`config.mk`:
```
export PLATFORM = sky130hd
export DESIGN_NAME = shortest_job_first_queue
export DESIGN_NICKNAME = d
export VERILOG_FILES = /design/src/design/sjfq_pkg.sv /design/src/design/sjfq_ram.sv /design/src/design/sjfq_cmp.sv /design/src/design/shortest_job_first_queue.sv
export SDC_FILE = /design/constraint.sdc
export NUM_CORES = 2
export LEC_CHECK = 0
export ABC_AREA = 1
export BUFFER_PORTS_ARGS = -buffer_cell sky130_fd_sc_hd__buf_2
export CORE_UTILIZATION = 45
export CTS_BUF_LIST = sky130_fd_sc_hd__clkbuf_16
export CTS_CLUSTER_DIAMETER = 50
export DETAILED_ROUTE_END_ITERATION = 8
export PLACE_DENSITY = 0.7
export SYNTH_ARGS = -nofsm -noshare
export SYNTH_HDL_FRONTEND = slang
export SYNTH_SLANG_ARGS = --single-unit
export TNS_END_PERCENT = 10
```
`constraint.sdc`:
```
create_clock -name clk -period 14.3 [get_ports clk]
set_input_delay 0 -clock clk [delete_from_list [all_inputs] [get_ports clk]]
set_output_delay 0 -clock clk [all_outputs]
set_load 0.02 [all_outputs]
```
`src/design/sjfq_pkg.sv`:
```
// Shared types and codes for the shortest-job-first request queue.
// Used by sjfq_cmp, the queue top and the bench; depends on nothing.
package sjfq_pkg;

  // Request kinds
  localparam logic [1:0] REQ_ENQ    = 2'd0;
  localparam logic [1:0] REQ_DEQ    = 2'd1;
  localparam logic [1:0] REQ_CANCEL = 2'd2;

  // Result status codes
  localparam logic [1:0] STS_OK   = 2'd0;
  localparam logic [1:0] STS_MISS = 2'd1;
  localparam logic [1:0] STS_FULL = 2'd2;

  typedef struct packed {
    logic [1:0]  req_type;
    logic [15:0] job_id;
    logic [15:0] pred_len;
    logic [15:0] len_limit;
  } req_t;

  typedef struct packed {
    logic [1:0]  status;
    logic [15:0] granted_id;
    logic [15:0] granted_priority;
    logic [4:0]  queue_depth;
    logic [63:0] enqueued_total;
    logic [63:0] dequeued_total;
  } rsp_t;

  // One stored slot: id, priority and arrival stamp
  typedef struct packed {
    logic [15:0] id;
    logic [15:0] prio;
    logic [31:0] arrival;
  } slot_t;

  localparam int SLOT_W = $bits(slot_t);

endpackage

```
`src/design/sjfq_ram.sv`:
```
// Generic single-write, single-read RAM with registered read data.
// Holds the slot payload of the queue; no package dependency.
module sjfq_ram #(
  parameter int WIDTH = 64,
  parameter int DEPTH = 16
) (
  input  logic                     clk,
  input  logic                     we,
  input  logic [$clog2(DEPTH)-1:0] waddr,
  input  logic [WIDTH-1:0]         wdata,
  input  logic [$clog2(DEPTH)-1:0] raddr,
  output logic [WIDTH-1:0]         rdata
);

  logic [WIDTH-1:0] mem [DEPTH];

  always_ff @(posedge clk) begin
    if (we) begin
      mem[waddr] <= wdata;
    end
    rdata <= mem[raddr];
  end

endmodule

```
`src/design/sjfq_cmp.sv`:
```
// Shared ordering unit: decides whether a candidate slot orders ahead of the
// current best (lower priority, then greater age, then lower index). Uses sjfq_pkg.
module sjfq_cmp #(
  parameter int IDX_W = 4
) (
  input  logic [31:0]         arrival_now,
  input  sjfq_pkg::slot_t     cand,
  input  logic [IDX_W-1:0]    cand_idx,
  input  logic [15:0]         best_prio,
  input  logic [31:0]         best_age,
  input  logic [IDX_W-1:0]    best_idx,
  output logic [31:0]         cand_age,
  output logic                ahead
);

  // Age wraps modulo 2^32; greater age means earlier arrival
  assign cand_age = arrival_now - cand.arrival;

  always_comb begin
    if (cand.prio != best_prio) begin
      ahead = cand.prio < best_prio;
    end else if (cand_age != best_age) begin
      ahead = cand_age > best_age;
    end else begin
      ahead = cand_idx < best_idx;
    end
  end

endmodule

```
`src/design/shortest_job_first_queue.sv`:
```
// Shortest-job-first request queue: sequencer, slot flags and counters.
// Depends on sjfq_pkg, sjfq_ram (slot payload) and sjfq_cmp (ordering unit).
//
//   channel | ports                        | payload
//   --------+------------------------------+------------------------
//   request | in_valid, in_stall, in_req   | sjfq_pkg::req_t
//   result  | out_valid, out_stall, out_rsp| sjfq_pkg::rsp_t
//
// One request at a time; in_stall is high from acceptance until the result
// is loaded into the output register. Slots are walked one per cycle: a cancel
// walks them once through the payload RAM read port, a dequeue twice (once if
// none is servable) via it and the shared ordering unit; an enqueue stops at a free slot.
// Reset (rst_n low, synchronous) empties the queue and clears all totals.
// A stalled result holds; the next request is still taken while it waits.
module shortest_job_first_queue #(
  parameter int QUEUE_DEPTH = 16
) (
  input  logic             clk,
  input  logic             rst_n,
  input  logic             in_valid,
  output logic             in_stall,
  input  sjfq_pkg::req_t   in_req,
  output logic             out_valid,
  input  logic             out_stall,
  output sjfq_pkg::rsp_t   out_rsp
);

  localparam int IW = $clog2(QUEUE_DEPTH);
  localparam int CW = $clog2(QUEUE_DEPTH + 1);
  localparam logic [IW-1:0] LAST = IW'(QUEUE_DEPTH - 1);

  localparam logic [2:0] S_IDLE   = 3'd0;
  localparam logic [2:0] S_ENQ    = 3'd1;
  localparam logic [2:0] S_SCAN1  = 3'd2;
  localparam logic [2:0] S_SCAN2  = 3'd3;
  localparam logic [2:0] S_CANCEL = 3'd4;
  localparam logic [2:0] S_DONE   = 3'd5;

  logic [2:0]             state_r, state_nxt;
  sjfq_pkg::req_t         req_r, req_nxt;
  logic [QUEUE_DEPTH-1:0] valid_r, valid_nxt;
  logic [QUEUE_DEPTH-1:0] canc_r, canc_nxt;
  logic [CW-1:0]          cnt_r, cnt_nxt;
  logic [31:0]            arr_ctr_r, arr_ctr_nxt;
  logic [63:0]            enq_r, enq_nxt;
  logic [63:0]            deq_r, deq_nxt;
  logic [IW-1:0]          scan_r, scan_nxt;
  logic                   issue_r, issue_nxt;
  logic                   pv_r, pv_nxt;
  logic [IW-1:0]          pidx_r, pidx_nxt;
  logic                   bfound_r, bfound_nxt;
  logic [IW-1:0]          bidx_r, bidx_nxt;
  logic [15:0]            bprio_r, bprio_nxt;
  logic [31:0]            bage_r, bage_nxt;
  logic [15:0]            bid_r, bid_nxt;
  logic                   found_r, found_nxt;
  logic [1:0]             sts_r, sts_nxt;
  logic [15:0]            gid_r, gid_nxt;
  logic [15:0]            gpri_r, gpri_nxt;
  sjfq_pkg::rsp_t         out_r, out_nxt;
  logic                   out_valid_r, out_valid_nxt;

  logic                   ram_we;
  sjfq_pkg::slot_t        ram_wdata;
  sjfq_pkg::slot_t        rd;
  logic [31:0]            cand_age;
  logic                   ahead;
  logic                   take;
  logic                   last_proc;

  assign ram_wdata.id      = req_r.job_id;
  assign ram_wdata.prio    = (req_r.pred_len != 16'd0) ? req_r.pred_len
                                                       : req_r.len_limit;
  assign ram_wdata.arrival = arr_ctr_r;
  assign ram_we = (state_r == S_ENQ) && !valid_r[scan_r];

  sjfq_ram #(
    .WIDTH (sjfq_pkg::SLOT_W),
    .DEPTH (QUEUE_DEPTH)
  ) u_ram (
    .clk   (clk),
    .we    (ram_we),
    .waddr (scan_r),
    .wdata (ram_wdata),
    .raddr (scan_r),
    .rdata (rd)
  );

  sjfq_cmp #(
    .IDX_W (IW)
  ) u_cmp (
    .arrival_now (arr_ctr_r),
    .cand        (rd),
    .cand_idx    (pidx_r),
    .best_prio   (bprio_r),
    .best_age    (bage_r),
    .best_idx    (bidx_r),
    .cand_age    (cand_age),
    .ahead       (ahead)
  );

  assign take      = pv_r && valid_r[pidx_r] && !canc_r[pidx_r] && (!bfound_r || ahead);
  assign last_proc = pv_r && !issue_r;

  always_comb begin
    state_nxt     = state_r;
    req_nxt       = req_r;
    valid_nxt     = valid_r;
    canc_nxt      = canc_r;
    cnt_nxt       = cnt_r;
    arr_ctr_nxt   = arr_ctr_r;
    enq_nxt       = enq_r;
    deq_nxt       = deq_r;
    scan_nxt      = scan_r;
    issue_nxt     = issue_r;
    pv_nxt        = pv_r;
    pidx_nxt      = pidx_r;
    bfound_nxt    = bfound_r;
    bidx_nxt      = bidx_r;
    bprio_nxt     = bprio_r;
    bage_nxt      = bage_r;
    bid_nxt       = bid_r;
    found_nxt     = found_r;
    sts_nxt       = sts_r;
    gid_nxt       = gid_r;
    gpri_nxt      = gpri_r;
    out_nxt       = out_r;
    out_valid_nxt = out_valid_r;

    if (out_valid_r && !out_stall) begin
      out_valid_nxt = 1'b0;
    end

    // Advance the slot walk: issue a read, process the slot read last cycle
    if (state_r == S_SCAN1 || state_r == S_SCAN2 || state_r == S_CANCEL) begin
      if (issue_r) begin
        pv_nxt    = 1'b1;
        pidx_nxt  = scan_r;
        scan_nxt  = scan_r + IW'(1);
        issue_nxt = (scan_r != LAST);
      end else begin
        pv_nxt = 1'b0;
      end
    end

    unique case (state_r)
      S_IDLE: begin
        if (in_valid) begin
          req_nxt   = in_req;
          gid_nxt   = 16'd0;
          gpri_nxt  = 16'd0;
          scan_nxt  = '0;
          issue_nxt = 1'b1;
          pv_nxt    = 1'b0;
          unique case (in_req.req_type)
            sjfq_pkg::REQ_ENQ: begin
              state_nxt = S_ENQ;
            end
            sjfq_pkg::REQ_DEQ: begin
              bfound_nxt = 1'b0;
              state_nxt  = S_SCAN1;
            end
            sjfq_pkg::REQ_CANCEL: begin
              found_nxt = 1'b0;
              state_nxt = S_CANCEL;
            end
            default: begin
              sts_nxt   = sjfq_pkg::STS_MISS;
              state_nxt = S_DONE;
            end
          endcase
        end
      end

      S_ENQ: begin
        if (!valid_r[scan_r]) begin
          valid_nxt[scan_r] = 1'b1;
          canc_nxt[scan_r]  = 1'b0;
          cnt_nxt           = cnt_r + CW'(1);
          arr_ctr_nxt       = arr_ctr_r + 32'd1;
          enq_nxt           = enq_r + 64'd1;
          sts_nxt           = sjfq_pkg::STS_OK;
          state_nxt         = S_DONE;
        end else if (scan_r == LAST) begin
          sts_nxt   = sjfq_pkg::STS_FULL;
          state_nxt = S_DONE;
        end else begin
          scan_nxt = scan_r + IW'(1);
        end
      end

      S_SCAN1: begin
        if (take) begin
          bfound_nxt = 1'b1;
          bidx_nxt   = pidx_r;
          bprio_nxt  = rd.prio;
          bage_nxt   = cand_age;
          bid_nxt    = rd.id;
        end
        if (last_proc) begin
          if (!(bfound_r || take)) begin
            // Nothing servable: drop every cancelled entry
            valid_nxt = '0;
            canc_nxt  = '0;
            cnt_nxt   = '0;
            sts_nxt   = sjfq_pkg::STS_MISS;
            state_nxt = S_DONE;
          end else begin
            scan_nxt  = '0;
            issue_nxt = 1'b1;
            pv_nxt    = 1'b0;
            state_nxt = S_SCAN2;
          end
        end
      end

      S_SCAN2: begin
        // Drop cancelled entries that order ahead of the winner
        if (pv_r && valid_r[pidx_r] && canc_r[pidx_r] && ahead) begin
          valid_nxt[pidx_r] = 1'b0;
          canc_nxt[pidx_r]  = 1'b0;
          cnt_nxt           = cnt_nxt - CW'(1);
        end
        if (last_proc) begin
          valid_nxt[bidx_r] = 1'b0;
          canc_nxt[bidx_r]  = 1'b0;
          cnt_nxt           = cnt_nxt - CW'(1);
          deq_nxt           = deq_r + 64'd1;
          sts_nxt           = sjfq_pkg::STS_OK;
          gid_nxt           = bid_r;
          gpri_nxt          = bprio_r;
          state_nxt         = S_DONE;
        end
      end

      S_CANCEL: begin
        if (pv_r && valid_r[pidx_r] && rd.id == req_r.job_id) begin
          canc_nxt[pidx_r] = 1'b1;
          found_nxt        = 1'b1;
        end
        if (last_proc) begin
          sts_nxt   = found_nxt ? sjfq_pkg::STS_OK : sjfq_pkg::STS_MISS;
          state_nxt = S_DONE;
        end
      end

      S_DONE: begin
        // Hold until the output register is free
        if (!out_valid_r || !out_stall) begin
          out_nxt.status           = sts_r;
          out_nxt.granted_id       = gid_r;
          out_nxt.granted_priority = gpri_r;
          out_nxt.queue_depth      = 5'(cnt_r);
          out_nxt.enqueued_total   = enq_r;
          out_nxt.dequeued_total   = deq_r;
          out_valid_nxt            = 1'b1;
          state_nxt                = S_IDLE;
        end
      end

      default: begin
        state_nxt = S_IDLE;
      end
    endcase
  end

  always_ff @(posedge clk) begin
    if (!rst_n) begin
      state_r     <= S_IDLE;
      valid_r     <= '0;
      canc_r      <= '0;
      cnt_r       <= '0;
      arr_ctr_r   <= '0;
      enq_r       <= '0;
      deq_r       <= '0;
      issue_r     <= 1'b0;
      pv_r        <= 1'b0;
      bfound_r    <= 1'b0;
      found_r     <= 1'b0;
      out_valid_r <= 1'b0;
    end else begin
      state_r     <= state_nxt;
      valid_r     <= valid_nxt;
      canc_r      <= canc_nxt;
      cnt_r       <= cnt_nxt;
      arr_ctr_r   <= arr_ctr_nxt;
      enq_r       <= enq_nxt;
      deq_r       <= deq_nxt;
      issue_r     <= issue_nxt;
      pv_r        <= pv_nxt;
      bfound_r    <= bfound_nxt;
      found_r     <= found_nxt;
      out_valid_r <= out_valid_nxt;
    end
  end

  always_ff @(posedge clk) begin
    req_r   <= req_nxt;
    scan_r  <= scan_nxt;
    pidx_r  <= pidx_nxt;
    bidx_r  <= bidx_nxt;
    bprio_r <= bprio_nxt;
    bage_r  <= bage_nxt;
    bid_r   <= bid_nxt;
    sts_r   <= sts_nxt;
    gid_r   <= gid_nxt;
    gpri_r  <= gpri_nxt;
    out_r   <= out_nxt;
  end

  assign in_stall  = (state_r != S_IDLE);
  assign out_valid = out_valid_r;
  assign out_rsp   = out_r;

endmodule

```
After elaboration in Yosys (flattened, before gate mapping):

Memories as Yosys holds them, arrays and structs flattened. A register that Yosys moved wholly into a read port is not among the register bits.
Cells that the tools add are included.

* flip-flop bits (word level): 530
* bits in writable memories: 1024
* input port bits: 54
* output and inout bits: 169
* word-level logic and storage cells: 226
* memories: 1

Memory list
* u_ram.mem: depth 16, bits a word 64, read ports 1, clocked after memory_dff 1, wr ports 1, line sjfq_ram.sv:15 `logic [WIDTH-1:0] mem [DEPTH];`

* $add $sub $neg: 8
* $lt $le $gt $ge: 9
* equal/unequal tests: 26
* multiplexer cells: 93
* bitwise gates (word level): 11
* reductions and logical operators: 48

Operator list (count)
* $mux W16: 15
* $add A64 B1 Y64 const B: 2
* $and A16 B16 Y16: 5
* $pmux W16 S2: 2
* $pmux W16 S4: 1
* $not A16 Y16: 3
* $pmux W16 S3: 1
* $add A32 B1 Y32 const B: 1
* $gt A32 B32 Y1: 1
* $ne A32 B32 Y1: 1
* $or A16 B16 Y16: 2
* $sub A32 B32 Y32: 1
* $mux W1: 31
* $mux W5: 6
* $mux W4: 7
* $mux W3: 7
* $ne A2 B2 Y1 const B: 9
* $eq A16 B16 Y1: 1
* $lt A16 B16 Y1: 1
* $mux W2: 8
* $ne A16 B16 Y1: 1
* $reduce_bool A16 Y1: 1
* $lt A4 B5 Y1 const B: 3
* $pmux W3 S5: 1
* 38 further kinds: 84

Logic depth before layout (Yosys ltp):

* depth in word-level cells: 11
* gate-level depth with buffers: 37

Cells and area by module:

A second synthesis with hierarchy kept.

* cells, all modules: 7442
* area total of the unflattened synthesis: 72321.9 um^2

Modules (own cells, without submodules)
* sjfq_ram: instances 1, cells an instance 4210, area an instance 45285.9 um^2, seq. area each 32030.7 um^2
* shortest_job_first_queue: instances 1, cells an instance 2547, area an instance 23430.0 um^2, seq. area each 13823.3 um^2
* sjfq_cmp: instances 1, cells an instance 685, area an instance 3606.0 um^2, seq. area each 0.0 um^2

Worst setup path after synthesis:

Ideal clock, no wire load.

* path type: flip-flop to flip-flop
* start point: reg state_r[2]
* end point: reg out_r, in the netlist out_rsp[0], enable pin
* arrival: 8.675 ns
* required time: 13.550 ns
* slack: 4.875 ns
* cell stages (with the launch flop): 5
* path buffers: 0
* cells stage by stage: dfxtp_1 > inv_2 > nor2_1 > nand2_1 > a21oi_1

* longest elaborated chain between the ends: 2

Ends and longest elaborated chain
* start: declaration: line shortest_job_first_queue.sv:39 `logic [2:0] state_r, state_nxt;`
* start signal: assignment: line shortest_job_first_queue.sv:282 `state_r <= state_nxt;`
* $eq A3 B3 Y1: line shortest_job_first_queue.sv:146 `unique case (state_r)`
* $reduce_and A2 Y1 (no source line)
* end signal: assignment: line shortest_job_first_queue.sv:308 `out_r <= out_nxt;`
* end: declaration: line shortest_job_first_queue.sv:60 `sjfq_pkg::rsp_t out_r, out_nxt;`

Every way passes these cells.
A chain may end at the register's enable or synchronous reset.

Final worst setup path:

* start point: reg arr_ctr_r[2]
* end point: reg bfound_r

* longest elaborated chain between the ends: 8
* elaborated cells on any way between the ends: 9
* those cells by class: add/sub (1); order compare (1); eq/ne (2); mux (2); reduce/logical (3)

Ends and longest elaborated chain
* start: declaration: line shortest_job_first_queue.sv:44 `logic [31:0] arr_ctr_r, arr_ctr_nxt;`
* start signal: assignment: line shortest_job_first_queue.sv:286 `arr_ctr_r <= arr_ctr_nxt;`
* $sub A32 B32 Y32 (*): line sjfq_cmp.sv:17 `assign cand_age = arrival_now - cand.arrival;`
* net cand_age[23]: line shortest_job_first_queue.sv:66 `logic [31:0] cand_age;`
* $gt A32 B32 Y1 / $ne A32 B32 Y1 (equally long branches): line sjfq_cmp.sv:23, sjfq_cmp.sv:22
* $mux W1 (*): line sjfq_cmp.sv:22 `end else if (cand_age != best_age) begin`
* $mux W1 (*): line sjfq_cmp.sv:20 `if (cand.prio != best_prio) begin`
* $logic_or A1 B1 Y1 (*): line shortest_job_first_queue.sv:102 `assign take = pv_r && valid_r[pidx_r] && !canc_r[pidx_r] && (!bfound_r || ahead);`
* $logic_and A1 B1 Y1 (*): line shortest_job_first_queue.sv:102
* $ne A2 B2 Y1 (no source line) (*)
* $reduce_and A4 Y1 (no source line) (*)
* end signal: assignment: line shortest_job_first_queue.sv:291 `bfound_r <= bfound_nxt;`
* end: declaration: line shortest_job_first_queue.sv:51 `logic bfound_r, bfound_nxt;`

The timed path passes the listed nets; every way through them passes the cells marked *.

==> reports/results.tsv <==
metric	value	unit
I/O pin cnt	223	
Setup WS pre-CTS	8380	ps
wire length on met1	70500	um
Die H	386	um
clk sinks	1618	
Pleak	26.7	nW
Crit Path Category	flop to flop	
Final Cell Area	76200	sq um
fillcell total	12300	
vias post-DR	46300	
clock slew at reported path FFs	60	ps
Synth Area in XOR/XNOR	0.0135	
Setup crit start kind	flop	
area of the multi-input gates	17900	sq um
gr ovfl total	0	
Initial Util	0.455	
DR iter-0 viols	4778	
Gate Count Post-Synth	5876	
Synth Area in Compound Gates	0.102	
post-synthesis mux area share	0	
simple-gate share of the synthesized area	0.134	
routed vias/inst	5.62	
antenna viol nets, final	0	
largest net degree at the start of global routing	215	
most used cell, CP	nand2_1	
GRT Total Usage	0.228	
max-cap violation count	0	
post-synthesis sequential area ratio	0.691	
FMAX	162	MHz
DR DRC count	0	
average size of a mapped cell	11.3	sq um
async set-reset flop share out of synthesis	0	
met3 WL	14200	um
routability cong.	0.929	
Yosys reg bits	1618	
synth top area cells	edfxtp_1, dfxtp_1, o21ai_0	
CTS tree	done	
area grow syn2layout	14.8	%
HP Class	input pin to flop	
Final Hold Viols	0	
WL final	173000	um
most frequent cells in the layout	edfxtp_1, nor2_1, nand2_1	
first-pass GRT wire length	260000	um
status	complete, no violations	
Setup Skew	56.2	ps
endpoint kind of the worst setup timing path	flop	
Post-synth EDFFs	1345	
Placed Cells incl. Taps	7822	
Synth Cell Area	66400	sq um
Die Wd	386	um
Placed Area	69600	sq um
WL per Instance	21.0	um
CP required	15040	ps
commonest non-fill, non-tap cell in the layout	edfxtp_1	
post-layout min period	6150	ps
Worst-Margin Slew	1350	ps
fin util	0.522	
Buffers on Ports	222	
met2 wire length	81800	um
vias in the first global route	43700	
CTS root buffer	clkbuf_16	
Core Area	146000	sq um
fin crit share	0.430	
final net count	6331	
die area	149000	sq um
Worst slew margin	0.0977	
Setup TNS Final	0	ps
Non-Filler Instances	8240	
synth unique cells	57	
RSZ-0062 raised after global routing	no	
largest stage delay on the critical path	710	ps
largest family of logic cells by synthesized area	simple AND/OR/NAND/NOR gates	
Clock Path Buffers	3	
Max Used Layer	met5	
Max IR drop VDD	0.115	mV
H-tree depth	4	
ANT cells	0	
HPWL Detailed	97500	um
Pwr Density	161	nW/um^2
Critical Path AT	6890	ps
# rows	140	
cell taking the most area after synthesis	edfxtp_1	
flip-flop and latch area	45900	sq um
Post-synth top flop	edfxtp_1	
CP bufs+invs	2	
layout cells sized above 1	0.0995	
clock latency on the worst-skew pair	820	ps
max-slew violation count	0	
critical path fanouts, max	19	
total CTS buffers	168	
Final Worst Setup Slack	8150	ps
1st-pass router iterations	6	
initial antenna violation count	4	
Yosys warnings	0	
Post-CTS Resized	0	
Crit path max-delay family	compound AO/OA/AOI/OAI gates	
final setup violating endpoints	0	
share of the synthesized area in the top cell type	0.608	
syn_nets	6027	
Post-Synth Adder-Cell Area	0.0184	
CP max stage cell	dfxtp_1	
-- registers in the layout, indices dropped and copies added, names as in the netlist, 16 cells and up --
signal,flops
deq_r,64
bid_r,16
u_ram.rdata,64
u_ram.mem,1024
enq_r,64
gid_r,16
req_r,32
gpri_r,16
bage_r,32
valid_r,16
arr_ctr_r,32
ram_wdata,16
canc_r,16
bprio_r,16
out_rsp,167
-- per-stage QoR --
step,hold slack [ps],power [mW]
2_1_floorplan,98.9,7.25
3_3_place_gp,178,7.88
3_5_place_dp,178,7.93
4_1_cts,40.2,12.3
5_1_grt,94.7,12.7
6_report,90.5,12.2
-- layer usage --
metal	global-route usage	vias to the layer above
met3	0.0362	386
met5	0	-
met2	0.371	2141
met4	0.0877	2
li1	-	21400
met1	0.307	22400
-- synth_stat cells, types with 10 or more instances --
library cell	number
buf_2	10
nand3_1	118
nand4_1	128
a31oi_1	16
inv_2	11
edfxtp_1	1345
clkbuf_1	214
dfxtp_1	273
buf_1	22
o21ai_1	16
o211ai_1	11
ha_1	96
nor2_1	852
nor4_1	39
inv_1	464
xnor2_1	20
o21ai_0	667
o21a_1	14
a21oi_1	214
xor2_1	82
nor3_1	113
nand2_1	765
o22ai_1	263
o21bai_1	20
-- worst paths after layout --
path / start / endpoint / slack (ps) / cells after the start
hold / removal: out_stall / out_valid$_SDFF_PN0_ / 90 / 4
hold reg to reg: gpri_r[10]$_SDFFCE_PN0P_ / out_rsp[143]$_DFFE_PP_ / 420 / 0
setup reg to reg: arr_ctr_r[2]$_SDFFE_PN0P_ / bfound_r$_SDFFE_PN0P_ / 8150 / 30
setup / recovery: arr_ctr_r[2]$_SDFFE_PN0P_ / bfound_r$_SDFFE_PN0P_ / 8150 / 30
-- cell type report --
cell class	instances	area share
sequential	1618	0.602
clock buffer	171	0.0561
tap	1917	0.0315
clock inverter	142	0.0175
inverter	476	0.0237
timing repair buffer	387	0.0346
multi-input combinational	3529	0.235
-- worst min-delay path, stage by stage --
cell           delay, ps
dlygate4sd3_1        540
buf_2                150
nand2_1               80
a21oi_1               60
-- report_power, final --
group,internal [mW],switching [mW]
clock network,2.48,1.88
registers,5.57,0.236
logic,0.625,1.46
-- repair_timing --
action                                  4_1_cts  5_1_grt
hold endpoints to repair                    118        0
setup buffers                                 0        0
endpoints found under the setup margin        0        0
hold buffers                                105        0
-- cells by family (layout without fill, tap and decap cells) --
logic type,count (synthesis),in the layout
simple gates,2086,2086
compound gates,1244,1244
fa+ha+maj,97,97
xor+xnor,102,102
flops,1618,1618
buf+inv,729,1176
Power figures use the tool's default switching activity.
